## config.mk

```make
export PLATFORM = sky130hd
export DESIGN_NAME = blca_ctrl
export DESIGN_NICKNAME = d
export VERILOG_FILES = /design/src/design/binary_lifting_lca_top_defines.svh /design/src/design/blca_pkg.sv /design/src/design/blca_ctrl.sv
export SDC_FILE = /design/constraint.sdc
export NUM_CORES = 1
export LEC_CHECK = 0
export ABC_AREA = 1
export BUFFER_PORTS_ARGS = -buffer_cell sky130_fd_sc_hd__buf_2
export CAP_MARGIN = 20
export CORE_AREA = 2 2 42 44
export DETAILED_ROUTE_END_ITERATION = 16
export DIE_AREA = 0 0 44 46
export PLACE_DENSITY = 0.77
export SLEW_MARGIN = 20
export SYNTH_ARGS = -nofsm -noshare
export SYNTH_HDL_FRONTEND = slang
export SYNTH_SLANG_ARGS = --single-unit
```

## constraint.sdc

```tcl
create_clock -name clock -period 1.1 [get_ports clock]
set_input_delay 0.22 -clock clock [delete_from_list [all_inputs] [get_ports clock]]
set_output_delay 0.22 -clock clock [all_outputs]
set_load 0.05 [all_outputs]
```

## src/design/binary_lifting_lca_top_defines.svh

```systemverilog
// Assertion macros for the binary lifting ancestor engine.
`ifndef BINARY_LIFTING_LCA_TOP_DEFINES_SVH
`define BINARY_LIFTING_LCA_TOP_DEFINES_SVH

// Same-cycle implication, checked outside reset.
`define BLCA_ASSERT_NOW(label, cond, prop, msg) \
   label: assert property (@(posedge clock) disable iff (reset) (cond) |-> (prop)) \
      else $error(msg);

// Next-cycle implication, checked outside reset.
`define BLCA_ASSERT_NEXT(label, cond, prop, msg) \
   label: assert property (@(posedge clock) disable iff (reset) (cond) |=> (prop)) \
      else $error(msg);

`endif

```

## src/design/blca_pkg.sv

```systemverilog
// Shared constants, codes and control types of the ancestor engine.
`default_nettype none
package blca_pkg;

   localparam int MAX_NODES    = 1024;
   localparam int NODE_W       = 10;
   localparam int DEPTH_W      = 11;
   localparam int LEVELS_DEF   = 10;

   typedef enum logic [1:0] {
      OP_LOAD  = 2'd0,
      OP_BUILD = 2'd1,
      OP_QUERY = 2'd2
   } op_type;

   typedef enum logic [3:0] {
      ST_IDLE,
      ST_B_RD1,
      ST_B_RD2,
      ST_B_WR,
      ST_Q_SWAP,
      ST_Q_L1,
      ST_Q_L2,
      ST_Q_L3,
      ST_Q_EQ,
      ST_Q_M1,
      ST_Q_M2,
      ST_Q_F1,
      ST_Q_F2,
      ST_Q_FIN
   } state_type;

   typedef struct packed {
      logic load_wr;
      logic q_start;
      logic q_swap;
      logic lift_rd;
      logic lift_depth_rd;
      logic lift_upd;
      logic meet_rd;
      logic meet_upd;
      logic fin_rd;
      logic res_from_a;
      logic res_from_rd;
      logic push;
      logic build_rd1;
      logic build_rd2;
      logic build_wr;
      logic lvl_zero;
      logic lvl_top;
      logic lvl_inc;
      logic lvl_dec;
      logic node_zero;
      logic node_inc;
   } cmd_type;

   typedef struct packed {
      logic build_empty;
      logic node_last;
      logic lvl_build_last;
      logic lvl_is_zero;
      logic pair_equal;
      logic out_free;
   } stat_type;

endpackage
`default_nettype wire

```

## src/design/blca_ctrl.sv

```systemverilog
// Controller: sequences load, build and query steps over the datapath.
`default_nettype none
module blca_ctrl
   import blca_pkg::*;
(
   input  wire logic        clock,
   input  wire logic        reset,
   input  wire logic        req_tvalid,
   output logic             req_tready,
   input  wire logic [1:0]  req_op,
   input  wire stat_type    stat,
   output cmd_type          cmd
);

   state_type state_ff, state_in;
   op_type    op;
   logic      accept;

   assign op         = op_type'(req_op);
   assign req_tready = (state_ff == ST_IDLE);
   assign accept     = req_tvalid & req_tready;

   always_ff @(posedge clock) begin
      if (reset) begin
         state_ff <= ST_IDLE;
      end else begin
         state_ff <= state_in;
      end
   end

   always_comb begin
      state_in = state_ff;
      unique case (state_ff)
         ST_IDLE: begin
            if (accept) begin
               case (op)
                  OP_BUILD: state_in = stat.build_empty ? ST_IDLE : ST_B_RD1;
                  OP_QUERY: state_in = ST_Q_SWAP;
                  default:  state_in = ST_IDLE;
               endcase
            end
         end
         ST_B_RD1:  state_in = ST_B_RD2;
         ST_B_RD2:  state_in = ST_B_WR;
         ST_B_WR: begin
            if (stat.node_last && stat.lvl_build_last) begin
               state_in = ST_IDLE;
            end else begin
               state_in = ST_B_RD1;
            end
         end
         ST_Q_SWAP: state_in = ST_Q_L1;
         ST_Q_L1:   state_in = ST_Q_L2;
         ST_Q_L2:   state_in = ST_Q_L3;
         ST_Q_L3:   state_in = stat.lvl_is_zero ? ST_Q_EQ : ST_Q_L1;
         ST_Q_EQ:   state_in = stat.pair_equal ? ST_Q_FIN : ST_Q_M1;
         ST_Q_M1:   state_in = ST_Q_M2;
         ST_Q_M2:   state_in = stat.lvl_is_zero ? ST_Q_F1 : ST_Q_M1;
         ST_Q_F1:   state_in = ST_Q_F2;
         ST_Q_F2:   state_in = ST_Q_FIN;
         ST_Q_FIN:  state_in = stat.out_free ? ST_IDLE : ST_Q_FIN;
         default:   state_in = ST_IDLE;
      endcase
   end

   always_comb begin
      cmd = '0;
      unique case (state_ff)
         ST_IDLE: begin
            if (accept) begin
               case (op)
                  OP_LOAD:  cmd.load_wr = 1'b1;
                  OP_BUILD: begin
                     cmd.lvl_zero  = 1'b1;
                     cmd.node_zero = 1'b1;
                  end
                  OP_QUERY: cmd.q_start = 1'b1;
                  default:  cmd = '0;
               endcase
            end
         end
         ST_B_RD1: cmd.build_rd1 = 1'b1;
         ST_B_RD2: cmd.build_rd2 = 1'b1;
         ST_B_WR: begin
            cmd.build_wr = 1'b1;
            // wrap the node sweep, then advance to the next level
            if (stat.node_last) begin
               cmd.node_zero = 1'b1;
               cmd.lvl_inc   = ~stat.lvl_build_last;
            end else begin
               cmd.node_inc = 1'b1;
            end
         end
         ST_Q_SWAP: begin
            cmd.q_swap  = 1'b1;
            cmd.lvl_top = 1'b1;
         end
         ST_Q_L1: cmd.lift_rd       = 1'b1;
         ST_Q_L2: cmd.lift_depth_rd = 1'b1;
         ST_Q_L3: begin
            cmd.lift_upd = 1'b1;
            cmd.lvl_dec  = ~stat.lvl_is_zero;
         end
         ST_Q_EQ: begin
            cmd.res_from_a = stat.pair_equal;
            cmd.lvl_top    = ~stat.pair_equal;
         end
         ST_Q_M1: cmd.meet_rd = 1'b1;
         ST_Q_M2: begin
            cmd.meet_upd = 1'b1;
            cmd.lvl_dec  = ~stat.lvl_is_zero;
         end
         ST_Q_F1:  cmd.fin_rd      = 1'b1;
         ST_Q_F2:  cmd.res_from_rd = 1'b1;
         ST_Q_FIN: cmd.push        = stat.out_free;
         default:  cmd = '0;
      endcase
   end

endmodule
`default_nettype wire

```

==> reports/summary.txt, run 1 <==
run status -> aborted with a tool error
stopping stage -> global routing
tool error -> [ERROR DPL-0038] Utilization greater than 100%, impossible to legalize
DP Cell Count -> 170
Synth area leader -> dfxtp_1
starting density of the core -> 32.17%
half-perimeter wire length after placement -> 1711 um
placed standard-cell area -> 1095 um2
distinct cell type count after synthesis -> 17
count of H-tree levels built during CTS -> 1
gate count after technology mapping -> 97
synthesized area per cell -> 5.353 um2
part of the Yosys area used for sequential elements -> 15.42%
clock buffer count from CTS -> 3
Placement Rows -> 15
Final Wtd Congestion -> 0.8791
worst slack after detailed placement -> -0.2938 ns
net count after synthesis -> 111
count of state elements after synthesis -> 4
area share of the largest cell type after synthesis -> 15.42%
count of hold-fix buffers inserted at cts -> 0
I/O pin count -> 33
TritonCTS sink count -> 4
buffers from clock root to sink, at most -> 2
count of yosys warnings during synthesis -> 0
kind of the worst endpoint -> output port
most area-consuming cells after synthesis -> dfxtp_1, inv_1, nand2_1
clk root buf -> clkbuf_4
Die Ht -> 46 um
Buffers on Ports -> 32
Die Wd -> 44 um
post-synthesis instance area -> 519.2 um2
Crit. endpoint post-GRT repair -> cmd[1]
maximum number of pins on one net before global-route repair -> 6
timing repair:
item                                   4_1_cts
pin swaps                                   15
endpoints found under the hold margin        0
setup buffers                               10
setup endpoints to repair                   26
gates resized for setup                     78
Yosys cell counts (all sizes together):
cell    instances
a21oi           1
a31oi           1
dfxtp           4
ha              3
inv            27
nand2          20
nand3           8
nor2           22
nor3            5
o211ai          2
o21ai           3
o22ai           1
logic make-up after synthesis:
family | count (synthesis) | synth area share, %
AO/OA/AOI/OAI | 8 | 9.156
adder cells (fa/ha/maj) | 3 | 7.230
buffers and inverters | 27 | 19.52
flip-flops | 4 | 15.42
AND/OR/NAND/NOR | 55 | 48.67
stage by stage:
step | TNS [ns] | utilization (%)
2_1_floorplan | -3.089 | -
3_3_place_gp | -4.483 | 67.83
3_5_place_dp | -5.165 | 67.83
4_1_cts | -8.309 | 90.39
==> run 2, diff against run 1 <==
--- a/config.mk
+++ b/config.mk
@@ -8,10 +8,10 @@
 export ABC_AREA = 1
 export BUFFER_PORTS_ARGS = -buffer_cell sky130_fd_sc_hd__buf_2
 export CAP_MARGIN = 20
-export CORE_AREA = 2 2 42 44
+export CORE_AREA = 2 2 63 65
 export DETAILED_ROUTE_END_ITERATION = 16
-export DIE_AREA = 0 0 44 46
-export PLACE_DENSITY = 0.77
+export DIE_AREA = 0 0 65 67
+export PLACE_DENSITY_LB_ADDON = 0.15
 export SLEW_MARGIN = 20
 export SYNTH_ARGS = -nofsm -noshare
 export SYNTH_HDL_FRONTEND = slang
==> reports/summary.txt, run 2 <==
net count after synthesis -> 111 (unchanged)
async set-reset flop share out of synthesis -> 0% (unchanged)
iteration count of the initial detailed-routing pass -> 4
top fanout value on the critical path -> 4
I/O pin count -> 33 (unchanged)
Slew HR -> 81.69%
flip-flop count of the largest register, all copies and words added -> 4
clock buffer count from CTS -> 3 (unchanged)
dominant cell by count in the synthesized netlist -> inv_1 (unchanged)
library cell contributing the largest single delay on the critical path -> dfxtp_4
area share of the largest cell type after synthesis -> 15.42% (unchanged)
number of nets still failing antenna checks after routing -> 0
data arrival time at the worst-slack endpoint -> 1.32 ns
Die Ht -> 67 um (was 46 um)
Final Wtd Congestion -> 0.7641 (was 0.8791)
post-synthesis instance area -> 519.2 um2 (unchanged)
transition at the pin with the smallest max-transition slack -> 0.2735 ns
DRC errors left -> 0
gate count after technology mapping -> 97 (unchanged)
failing checks -> negative setup slack
final hold slack -> 0.2204 ns
routed len/inst -> 11.86 um
endpoint class of the critical path -> output pin
endpoints failing setup -> 26
drt first-iter violations -> 12
Std-Cell Core Area -> 3606 um2
maximum clock frequency -> 0.6500 GHz
Max Slew Vio Count -> 0
post-route insts no fill -> 230
run status -> complete, but fails checks (was aborted with a tool error)
Synth area leader -> dfxtp_1 (unchanged)
worst clock skew on the final layout -> 0.003072 ns
Placement Rows -> 22 (was 15)
Die Wd -> 65 um (was 44 um)
worst setup path startpoint -> state_ff[3]
Max VDD drop -> 453.6 uV
clk root buf -> clkbuf_8 (was clkbuf_4)
power density of the placed cells -> 645.6 nW/um2
antenna diode instance count -> 0
starting density of the core -> 14.40% (was 32.17%)
final design instance area without fill -> 1821 um2
placed standard-cell area -> 1149 um2 (was 1095 um2)
register containing the most flip-flops in the final layout -> state_ff
post-detailed-routing wire length -> 2727 um
list of cells traversed by the critical path -> buf_12, nor2_4, buf_6, nand2_4, o21ai_4, buf_6
shortest clock period the worst path allows after layout -> 1.538 ns
GRT Overall Usage -> 12.21%
synthesis-to-layout area growth -> 250.6%
count of H-tree levels built during CTS -> 1 (unchanged)
CTS clock-pin slew for the worst setup and hold paths -> 0.03 ns
total of max-cap violations -> 0
number of global-route vias before repair -> 952
leakage power -> 0.8382 nW
crit start category -> register
die footprint -> 4355 um2
class of the tightest hold or removal check -> in -> reg
ys flop type -> dfxtp_1 (unchanged)
wire length of the first global-routing pass -> 4084 um
distinct cell type count after synthesis -> 17 (unchanged)
TritonCTS sink count -> 4 (unchanged)
Final nets -> 198
part of the Yosys area used for sequential elements -> 15.42% (unchanged)
maximum number of pins on one net before global-route repair -> 6
Slowest Stage Delay on Critical Path -> 0.36 ns
biggest registers after layout -> state_ff x4
fraction of final layout cells sized beyond drive strength 1 -> 84.07%
buffers from clock root to sink, at most -> 2 (unchanged)
count of hold-fix buffers inserted at cts -> 0 (unchanged)
commonest non-fill, non-tap cells in the layout -> buf_4, buf_6, nor2_4
count of state elements after synthesis -> 4 (unchanged)
final hold violation count -> 0
cell repeated most along the worst path -> buf_6
leading cell type in the layout, fill and taps excluded -> buf_4
synthesized area per cell -> 5.353 um2 (unchanged)
Buffers on Ports -> 32 (unchanged)
most area-consuming cells after synthesis -> dfxtp_1, inv_1, nand2_1 (unchanged)
critical path start-end classification -> reg -> out
worst slack after detailed placement -> -0.3017 ns (was -0.2938 ns)
routed vias/inst -> 4.052
overflow left after global routing -> 0
DP Cell Count -> 203 (was 170)
hold path startpoint -> reset
CTS tree -> built
part of the cycle the worst path needs -> 139.9%
final critical-path setup slack -> -0.4384 ns
half-perimeter wire length after placement -> 1820 um (was 1711 um)
RSZ-0062 raised after global routing -> yes
via count -> 932
initial antenna violation count -> 0
top cell types by occurrence after synthesis -> inv_1, nand2_1, nor2_1 (unchanged)
worst path required time -> 0.88 ns
Clock Latency Late Sink -> 0.22 ns
count of yosys warnings during synthesis -> 0 (unchanged)
EDFF count, synth -> 0 (unchanged)
reg-to-reg startpoint -> state_ff[1]
==> run 2: critical path, delay by kind of cell (launching register included) <==
| family | cells | cell delay (ns) |
|---|---|---|
| buffers and inverters | 3 | 0.43 |
| flip-flops | 1 | 0.36 |
| AO/OA/AOI/OAI | 1 | 0.06 |
| AND/OR/NAND/NOR | 2 | 0.25 |
==> run 2: stage by stage <==
stage	setup TNS, ns	util, %	total power [mW]
6_report	-9.342	50.49	1.175
5_1_grt	-10.68	50.49	1.238
4_1_cts	-7.870	45.32	1.084
3_5_place_dp	-5.302	31.85	0.5983
3_3_place_gp	-5.087	31.85	0.5976
2_1_floorplan	-3.089	-	0.4408
==> run 2: worst paths after layout <==
path	slack, ns	to	depth (start not counted)
setup / recovery	-0.44	cmd[4]	6
hold / removal	0.22	state_ff[3]	2
setup reg to reg	-0.33	state_ff[2]	7
hold reg to reg	0.86	state_ff[0]	5
==> run 2: cells by family after synthesis <==
logic type	after synthesis	share of synthesized area (%)
AOI/OAI and AO/OA	8	9.156
buffers and inverters	27	19.52
adders and majority gates	3	7.230
DFF	4	15.42
and+or+nand+nor	55	48.67
==> run 2: what timing repair did <==
action,CTS,global route
pin swaps,22,17
endpoints found under the setup margin,26,26
buffers inserted,15,14
gates resized for setup,93,29
==> run 2: area by class of cell <==
class / instances / area, um2
inverters: 27 / 142.6
clock buffers: 3 / 41.29
well taps: 48 / 60.06
multi-input cells: 66 / 666.9
repair buffers: 82 / 814.5
fillers: 343 / 1785
flip-flops and latches: 4 / 95.09
==> run 2: where the power goes <==
part	total (mW)	leakage [nW]	internal [mW]	switching, mW
sequential	0.170	0.0355	0.151	0.0194
clock	0.312	0.0216	0.233	0.0789
combinational	0.693	0.781	0.334	0.359
==> run 2: per-layer routing <==
layer / up-vias / share of wire [%] / GRT usage (%)
met5: - / 0 / 0
met4: 0 / 0.88 / 3.191
li1: 466 / - / -
met1: 435 / 38 / 14.20
met2: 28 / 57 / 23.32
met3: 3 / 3.7 / 1.520
No activity file was read; power rests on OpenSTA's default activity.
==> run 3, diff against run 2 <==
--- a/config.mk
+++ b/config.mk
@@ -5,7 +5,7 @@
 export SDC_FILE = /design/constraint.sdc
 export NUM_CORES = 1
 export LEC_CHECK = 0
-export ABC_AREA = 1
+export ABC_AREA = 0
 export BUFFER_PORTS_ARGS = -buffer_cell sky130_fd_sc_hd__buf_2
 export CAP_MARGIN = 20
 export CORE_AREA = 2 2 63 65
==> reports/summary.txt, run 3 <==
run status -> complete, but fails checks (unchanged)
failing checks -> negative setup slack (unchanged)
final critical-path setup slack -> -0.7507 ns (was -0.4384 ns)
placed standard-cell area -> 1057 um2 (was 1149 um2)
final design instance area without fill -> 1460 um2 (was 1821 um2)
Die Wd -> 65 um (unchanged)
GRT Overall Usage -> 11.29% (was 12.21%)
part of the cycle the worst path needs -> 168.2% (was 139.9%)
Combinational Power Share -> 44.6% (was 58.9%)
top fanout value on the critical path -> 4 (unchanged)
Max Slew Vio Count -> 0 (unchanged)
routed vias/inst -> 4.233 (was 4.052)
Placement Rows -> 22 (unchanged)
Slew HR -> 83.87% (was 81.69%)
iteration count of the initial detailed-routing pass -> 2 (was 4)
flip-flop count of the largest register, all copies and words added -> 4 (unchanged)
crit start category -> register (unchanged)
synthesis-to-layout area growth -> 180.5% (was 250.6%)
Final Wtd Congestion -> 0.7646 (was 0.7641)
total of max-cap violations -> 0 (unchanged)
part of the Yosys area used for sequential elements -> 15.38% (was 15.42%)
clock group share of total power -> 37.6% (was 26.6%)
endpoints failing setup -> 26 (unchanged)
worst clock skew on the final layout -> 0.002538 ns (was 0.003072 ns)
RSZ-0062 raised after global routing -> yes (unchanged)
CTS clock-pin slew for the worst setup and hold paths -> 0.03 ns (about the same)
final hold violation count -> 0 (unchanged)
class of the tightest hold or removal check -> in -> reg (unchanged)
DRC errors left -> 0 (unchanged)
wire length of the first global-routing pass -> 3712 um (was 4084 um)
drt first-iter violations -> 7 (was 12)
net switching power figure -> 291.4 uW (was 457.1 uW)
die footprint -> 4355 um2 (unchanged)
net count after synthesis -> 94 (was 111)
leading cell type in the layout, fill and taps excluded -> buf_4 (unchanged)
data arrival time at the worst-slack endpoint -> 1.63 ns (was 1.32 ns)
sum of negative setup slack -> -12.60 ns (was -9.342 ns)
buffers from clock root to sink, at most -> 2 (unchanged)
initial antenna violation count -> 0 (unchanged)
clk root buf -> clkbuf_8 (unchanged)
Synth area leader -> dfxtp_1 (unchanged)
count of state elements after synthesis -> 4 (unchanged)
async set-reset flop share out of synthesis -> 0% (unchanged)
leakage power -> 0.5928 nW (was 0.8382 nW)
number of nets still failing antenna checks after routing -> 0 (unchanged)
power density of the placed cells -> 600.4 nW/um2 (was 645.6 nW/um2)
distinct cell type count after synthesis -> 29 (was 17)
commonest non-fill, non-tap cells in the layout -> buf_4, buf_6, buf_2 (was buf_4, buf_6, nor2_4)
count of hold-fix buffers inserted at cts -> 0 (unchanged)
clock buffer count from CTS -> 3 (unchanged)
EDFF count, synth -> 0 (unchanged)
Worst R2R Path Depth -> 6 (was 7)
worst path required time -> 0.88 ns (about the same)
maximum number of pins on one net before global-route repair -> 22 (was 6)
shortest clock period the worst path allows after layout -> 1.851 ns (was 1.538 ns)
endpoint class of the critical path -> output pin (unchanged)
switching share of power -> 33.23% (was 38.89%)
Reg power frac -> 17.8% (was 14.5%)
via count -> 800 (was 932)
routed len/inst -> 12.01 um (was 11.86 um)
synthesized area per cell -> 6.506 um2 (was 5.353 um2)
Final nets -> 156 (was 198)
antenna diode instance count -> 0 (unchanged)
post-detailed-routing wire length -> 2270 um (was 2727 um)
critical path start-end classification -> reg -> out (unchanged)
Die Ht -> 67 um (unchanged)
Overall Power -> 876.7 uW (was 1.175 mW)
count of H-tree levels built during CTS -> 1 (unchanged)
maximum clock frequency -> 0.5403 GHz (was 0.6500 GHz)
overflow left after global routing -> 0 (unchanged)
I/O pin count -> 33 (unchanged)
Buffers on Ports -> 32 (unchanged)
transition at the pin with the smallest max-transition slack -> 0.2386 ns (was 0.2735 ns)
ys flop type -> dfxtp_1 (unchanged)
TritonCTS sink count -> 4 (unchanged)
worst hold path cell count -> 4 (was 2)
gate count after technology mapping -> 80 (was 97)
register containing the most flip-flops in the final layout -> state_ff (unchanged)
number of global-route vias before repair -> 784 (was 952)
CTS tree -> built (unchanged)
dominant cell by count in the synthesized netlist -> nor3_1 (was inv_1)
post-synthesis instance area -> 520.5 um2 (was 519.2 um2)
Clock Latency Late Sink -> 0.22 ns (about the same)
total internal power -> 585.4 uW (was 718.2 uW)
starting density of the core -> 14.43% (was 14.40%)
Max VDD drop -> 310.1 uV (was 453.6 uV)
area share of the largest cell type after synthesis -> 15.38% (was 15.42%)
count of yosys warnings during synthesis -> 0 (unchanged)
fraction of final layout cells sized beyond drive strength 1 -> 74.47% (was 84.07%)
most area-consuming cells after synthesis -> dfxtp_1, nor3_1, ha_1 (was dfxtp_1, inv_1, nand2_1)
Std-Cell Core Area -> 3606 um2 (unchanged)
half-perimeter wire length after placement -> 1511 um (was 1820 um)
top cell types by occurrence after synthesis -> nor3_1, inv_1, nand2_1, nor2_1 (was inv_1, nand2_1, nor2_1)
biggest registers after layout -> state_ff x4 (unchanged)
## run 3: cell types whose count changed after synthesis, moves of 3 or more
cell      before  now
nor2_2         4    0
nand2b_1       0    4
nand3_1        7    2
nor3_1         5    9
nand2_1       17    7
inv_1         20    7
nand2_2        3    0
nor2_1        17    7
buf_2          0    4
and3_1         0    3
a21oi_1        1    4
inv_2          7    1
nor3b_1        0    3
## run 3: worst max-delay path, stage by stage, from the launching register on
cell	delay [ns]
dfxtp_2	0.32
or4_4	0.58
inv_8	0.08
and3_4	0.17
nand2b_4	0.12
buf_8	0.14
## run 3: worst paths after layout
kind / start / slack (ns) / end
setup / recovery: state_ff[3] / -0.75 / cmd[1]
setup reg to reg: state_ff[3] / -0.39 / state_ff[0]
hold reg to reg: state_ff[3] / 0.69 / state_ff[3]
hold / removal: stat[2] / 0.36 / state_ff[3]
## run 3: cell type report
type / instances / area [um2]
flip-flops and latches: 4 / 87.58
repair buffers: 62 / 593.1
well taps: 48 / 60.06
fillers: 373 / 2146
multi-input cells: 63 / 625.6
inverters: 8 / 48.80
clock buffers: 4 / 45.04
## run 3: repair_timing
| item | in CTS | in global routing |
|---|---|---|
| buffers inserted | 9 | 1 |
| setup endpoints to repair | 26 | 26 |
| gates cloned | 1 | 0 |
| pin swaps | 7 | 4 |
| resized for setup | 46 | 26 |
## run 3: power by group through the flow
| stage | logic (mW) | clock network, mW | registers, mW |
|---|---|---|---|
| floorplan | 0.181 | 0 | 0.158 |
| detailed placement | 0.276 | 0 | 0.154 |
| CTS | 0.367 | 0.336 | 0.155 |
| global route | 0.415 | 0.341 | 0.157 |
| global placement | 0.275 | 0 | 0.154 |
| finish | 0.391 | 0.330 | 0.156 |
## run 3: kinds of logic (layout without fill, tap and decap cells)
family | after synthesis | after routing | share of synthesized area (%)
buf+inv | 13 | 74 | 10.34
simple gates | 44 | 44 | 47.60
fa+ha+maj | 3 | 3 | 7.212
xor+xnor | 1 | 1 | 1.683
mux | 1 | 1 | 1.923
compound gates | 14 | 14 | 15.87
flops | 4 | 4 | 15.39
## run 3: metrics by stage
stage / setup slack [ns] / utilization [%] / hold slack, ns / std cells
after floorplan: -0.6632 / - / 0.4353 / 80
after global placement: -0.5883 / 29.32 / 0.6079 / 174
after detailed placement: -0.6009 / 29.32 / 0.6044 / 174
after CTS: -0.7302 / 37.93 / 0.3708 / 188
after global routing: -0.7796 / 40.49 / 0.3879 / 189
final: -0.7507 / 40.49 / 0.3583 / 189
## run 3: metal layers
metal  routed length, um  share of wire [%]  GRT usage, %
met5                   0                  0             0
met3                  82                3.6         2.534
met2                1225                 54         20.49
met4                  27                1.2         3.989
met1                 935                 41         12.92
==> run 4, diff against run 3 <==
==> constraint.sdc (replaced) <==
create_clock -name clock -period 1.1 [get_ports clock]
set_input_delay 0.22 -clock clock [delete_from_list [all_inputs] [get_ports clock]]
set_output_delay 0.22 -clock clock [all_outputs]
set_load 0.1 [all_outputs]
==> reports/summary.txt, run 4 (synthesis gave the netlist of run 3 again) <==
die footprint -> 4355 um2 (unchanged)
fraction of final layout cells sized beyond drive strength 1 -> 71.53% (was 74.47%)
placed standard-cell area -> 1438 um2 (was 1057 um2)
biggest registers after layout -> state_ff x4 (unchanged)
leakage power -> 0.6173 nW (was 0.5928 nW)
transition at the pin with the smallest max-transition slack -> 0.2995 ns (was 0.2386 ns)
count of hold-fix buffers inserted at cts -> 0 (unchanged)
Worst R2R Path Depth -> 5 (was 6)
Std-Cell Core Area -> 3606 um2 (unchanged)
routed vias/inst -> 4.119 (was 4.233)
synthesis-to-layout area growth -> 204.3% (was 180.5%)
maximum clock frequency -> 0.5264 GHz (was 0.5403 GHz)
antenna diode instance count -> 0 (unchanged)
RSZ-0062 raised after global routing -> yes (unchanged)
flip-flop count of the largest register, all copies and words added -> 4 (unchanged)
clk root buf -> clkbuf_8 (unchanged)
Hold Crit Endpoint -> state_ff[2] (was state_ff[3])
reg-to-reg startpoint -> state_ff[3] (unchanged)
number of nets still failing antenna checks after routing -> 0 (unchanged)
Final Wtd Congestion -> 0.7246 (was 0.7646)
count of H-tree levels built during CTS -> 1 (unchanged)
overflow left after global routing -> 0 (unchanged)
endpoints failing setup -> 26 (unchanged)
routed len/inst -> 12.33 um (was 12.01 um)
wire length of the first global-routing pass -> 3836 um (was 3712 um)
starting density of the core -> 14.43% (unchanged)
Combinational Power Share -> 49.1% (was 44.6%)
hold path startpoint -> reset (was stat[2])
half-perimeter wire length after placement -> 1734 um (was 1511 um)
Final nets -> 152 (was 156)
Max Slew Vio Count -> 0 (unchanged)
top fanout value on the critical path -> 5 (was 4)
power density of the placed cells -> 605.3 nW/um2 (was 600.4 nW/um2)
worst reg-to-reg setup slack -> -0.38 ns (was -0.39 ns)
Die Ht -> 67 um (unchanged)
Placement Rows -> 22 (unchanged)
total internal power -> 593.6 uW (was 585.4 uW)
clock buffer count from CTS -> 3 (unchanged)
switching share of power -> 38.10% (was 33.23%)
via count -> 762 (was 800)
run status -> complete, but fails checks (unchanged)
Reg power frac -> 16.1% (was 17.8%)
DRC errors left -> 0 (unchanged)
final design instance area without fill -> 1584 um2 (was 1460 um2)
critical path start-end classification -> reg -> out (unchanged)
initial antenna violation count -> 0 (unchanged)
Die Wd -> 65 um (unchanged)
Clock Latency Late Sink -> 0.22 ns (about the same)
shortest clock period the worst path allows after layout -> 1.900 ns (was 1.851 ns)
GRT Overall Usage -> 11.76% (was 11.29%)
maximum number of pins on one net before global-route repair -> 22 (unchanged)
total of max-cap violations -> 0 (unchanged)
class of the tightest hold or removal check -> in -> reg (unchanged)
drt first-iter violations -> 10 (was 7)
leading cell type in the layout, fill and taps excluded -> buf_12 (was buf_4)
net switching power figure -> 365.3 uW (was 291.4 uW)
register containing the most flip-flops in the final layout -> state_ff (unchanged)
clock group share of total power -> 34.8% (was 37.6%)
TritonCTS sink count -> 4 (unchanged)
final critical-path setup slack -> -0.7998 ns (was -0.7507 ns)
post-route insts no fill -> 185 (was 189)
final hold violation count -> 0 (unchanged)
post-detailed-routing wire length -> 2281 um (was 2270 um)
worst clock skew on the final layout -> 0.004252 ns (was 0.002538 ns)
worst hold path cell count -> 5 (was 4)
failing checks -> negative setup slack (unchanged)
iteration count of the initial detailed-routing pass -> 3 (was 2)
DP Cell Count -> 176 (was 174)
buffers from clock root to sink, at most -> 2 (unchanged)
crit start category -> register (unchanged)
worst r2r dst -> state_ff[0] (unchanged)
worst path required time -> 0.88 ns (about the same)
Max VDD drop -> 237.6 uV (was 310.1 uV)
I/O pin count -> 33 (unchanged)
worst setup path startpoint -> state_ff[3] (unchanged)
number of global-route vias before repair -> 831 (was 784)
CTS clock-pin slew for the worst setup and hold paths -> 0.03 ns (about the same)
CTS tree -> built (unchanged)
Slew HR -> 80.03% (was 83.87%)
Buffers on Ports -> 32 (unchanged)
part of the cycle the worst path needs -> 172.7% (was 168.2%)
endpoint class of the critical path -> output pin (unchanged)
commonest non-fill, non-tap cells in the layout -> buf_12, buf_4, buf_2 (was buf_4, buf_6, buf_2)
data arrival time at the worst-slack endpoint -> 1.68 ns (was 1.63 ns)
-- run 4: changes by cell type in the layout (fill, tap and decap cells not counted), sizes merged --
cell    change
clkbuf      -5
bufbuf      -1
buf         +2
-- run 4: cell type report --
class                      count  area (um2)
clock buffer                   4       45.04
fill                         360        2022
inverter                       8       53.80
sequential                     4       87.58
multi-input combinational     63       616.8
tap                           48       60.06
timing repair buffer          58       720.7
-- run 4: worst max-delay path: stages, from the launching register on --
cell and delay, ns:
dfxtp_2 0.32, or4_4 0.59, inv_12 0.08, and3_4 0.17, nand2b_4 0.12, buf_12 0.17
-- run 4: worst max path at each step --
stage | to | slack [ns] | cells past startpoint
4_1_cts | cmd[1] | -0.80 | 5
2_1_floorplan | cmd[1] | -0.96 | 4
6_report | cmd[1] | -0.80 | 5
5_1_grt | cmd[1] | -0.83 | 5
3_5_place_dp | cmd[1] | -0.56 | 5
3_3_place_gp | cmd[1] | -0.55 | 5
-- run 4: stage by stage --
| stage | TNS [ns] | hold slack (ns) | utilization (%) | power (mW) | setup WS, ns |
|---|---|---|---|---|---|
| floorplan | -12.53 | 0.4278 | - | 0.4200 | -0.9582 |
| global placement | -9.049 | 0.6078 | 39.87 | 0.5857 | -0.5509 |
| detailed placement | -9.416 | 0.6016 | 39.87 | 0.5890 | -0.5620 |
| CTS | -14.68 | 0.3375 | 43.55 | 0.9703 | -0.8031 |
| global route | -15.90 | 0.3533 | 43.93 | 0.9982 | -0.8277 |
| finish | -14.46 | 0.3395 | 43.93 | 0.9589 | -0.7998 |
-- run 4: power groups by stage --
stage	sequential, mW	combinational [mW]	clock, mW
after floorplan	0.159	0.261	0
after global routing	0.155	0.495	0.349
final	0.154	0.471	0.334
after detailed placement	0.155	0.434	0
after CTS	0.154	0.470	0.347
after global placement	0.154	0.432	0
-- run 4: timing repair --
| action | CTS | global route |
|---|---|---|
| setup endpoints to repair | 26 | 26 |
| pin swaps | 3 | 2 |
| cloned | 0 | 0 |
| buffers inserted | 4 | 2 |
| gates resized for setup | 14 | 2 |
-- run 4: metal layers --
layer	up-vias	routed length, um	global-route usage, %
met5	-	0	0
met4	0	19	3.989
met3	2	72	2.365
met2	9	1280	21.01
met1	355	909	13.94
li1	396	-	-
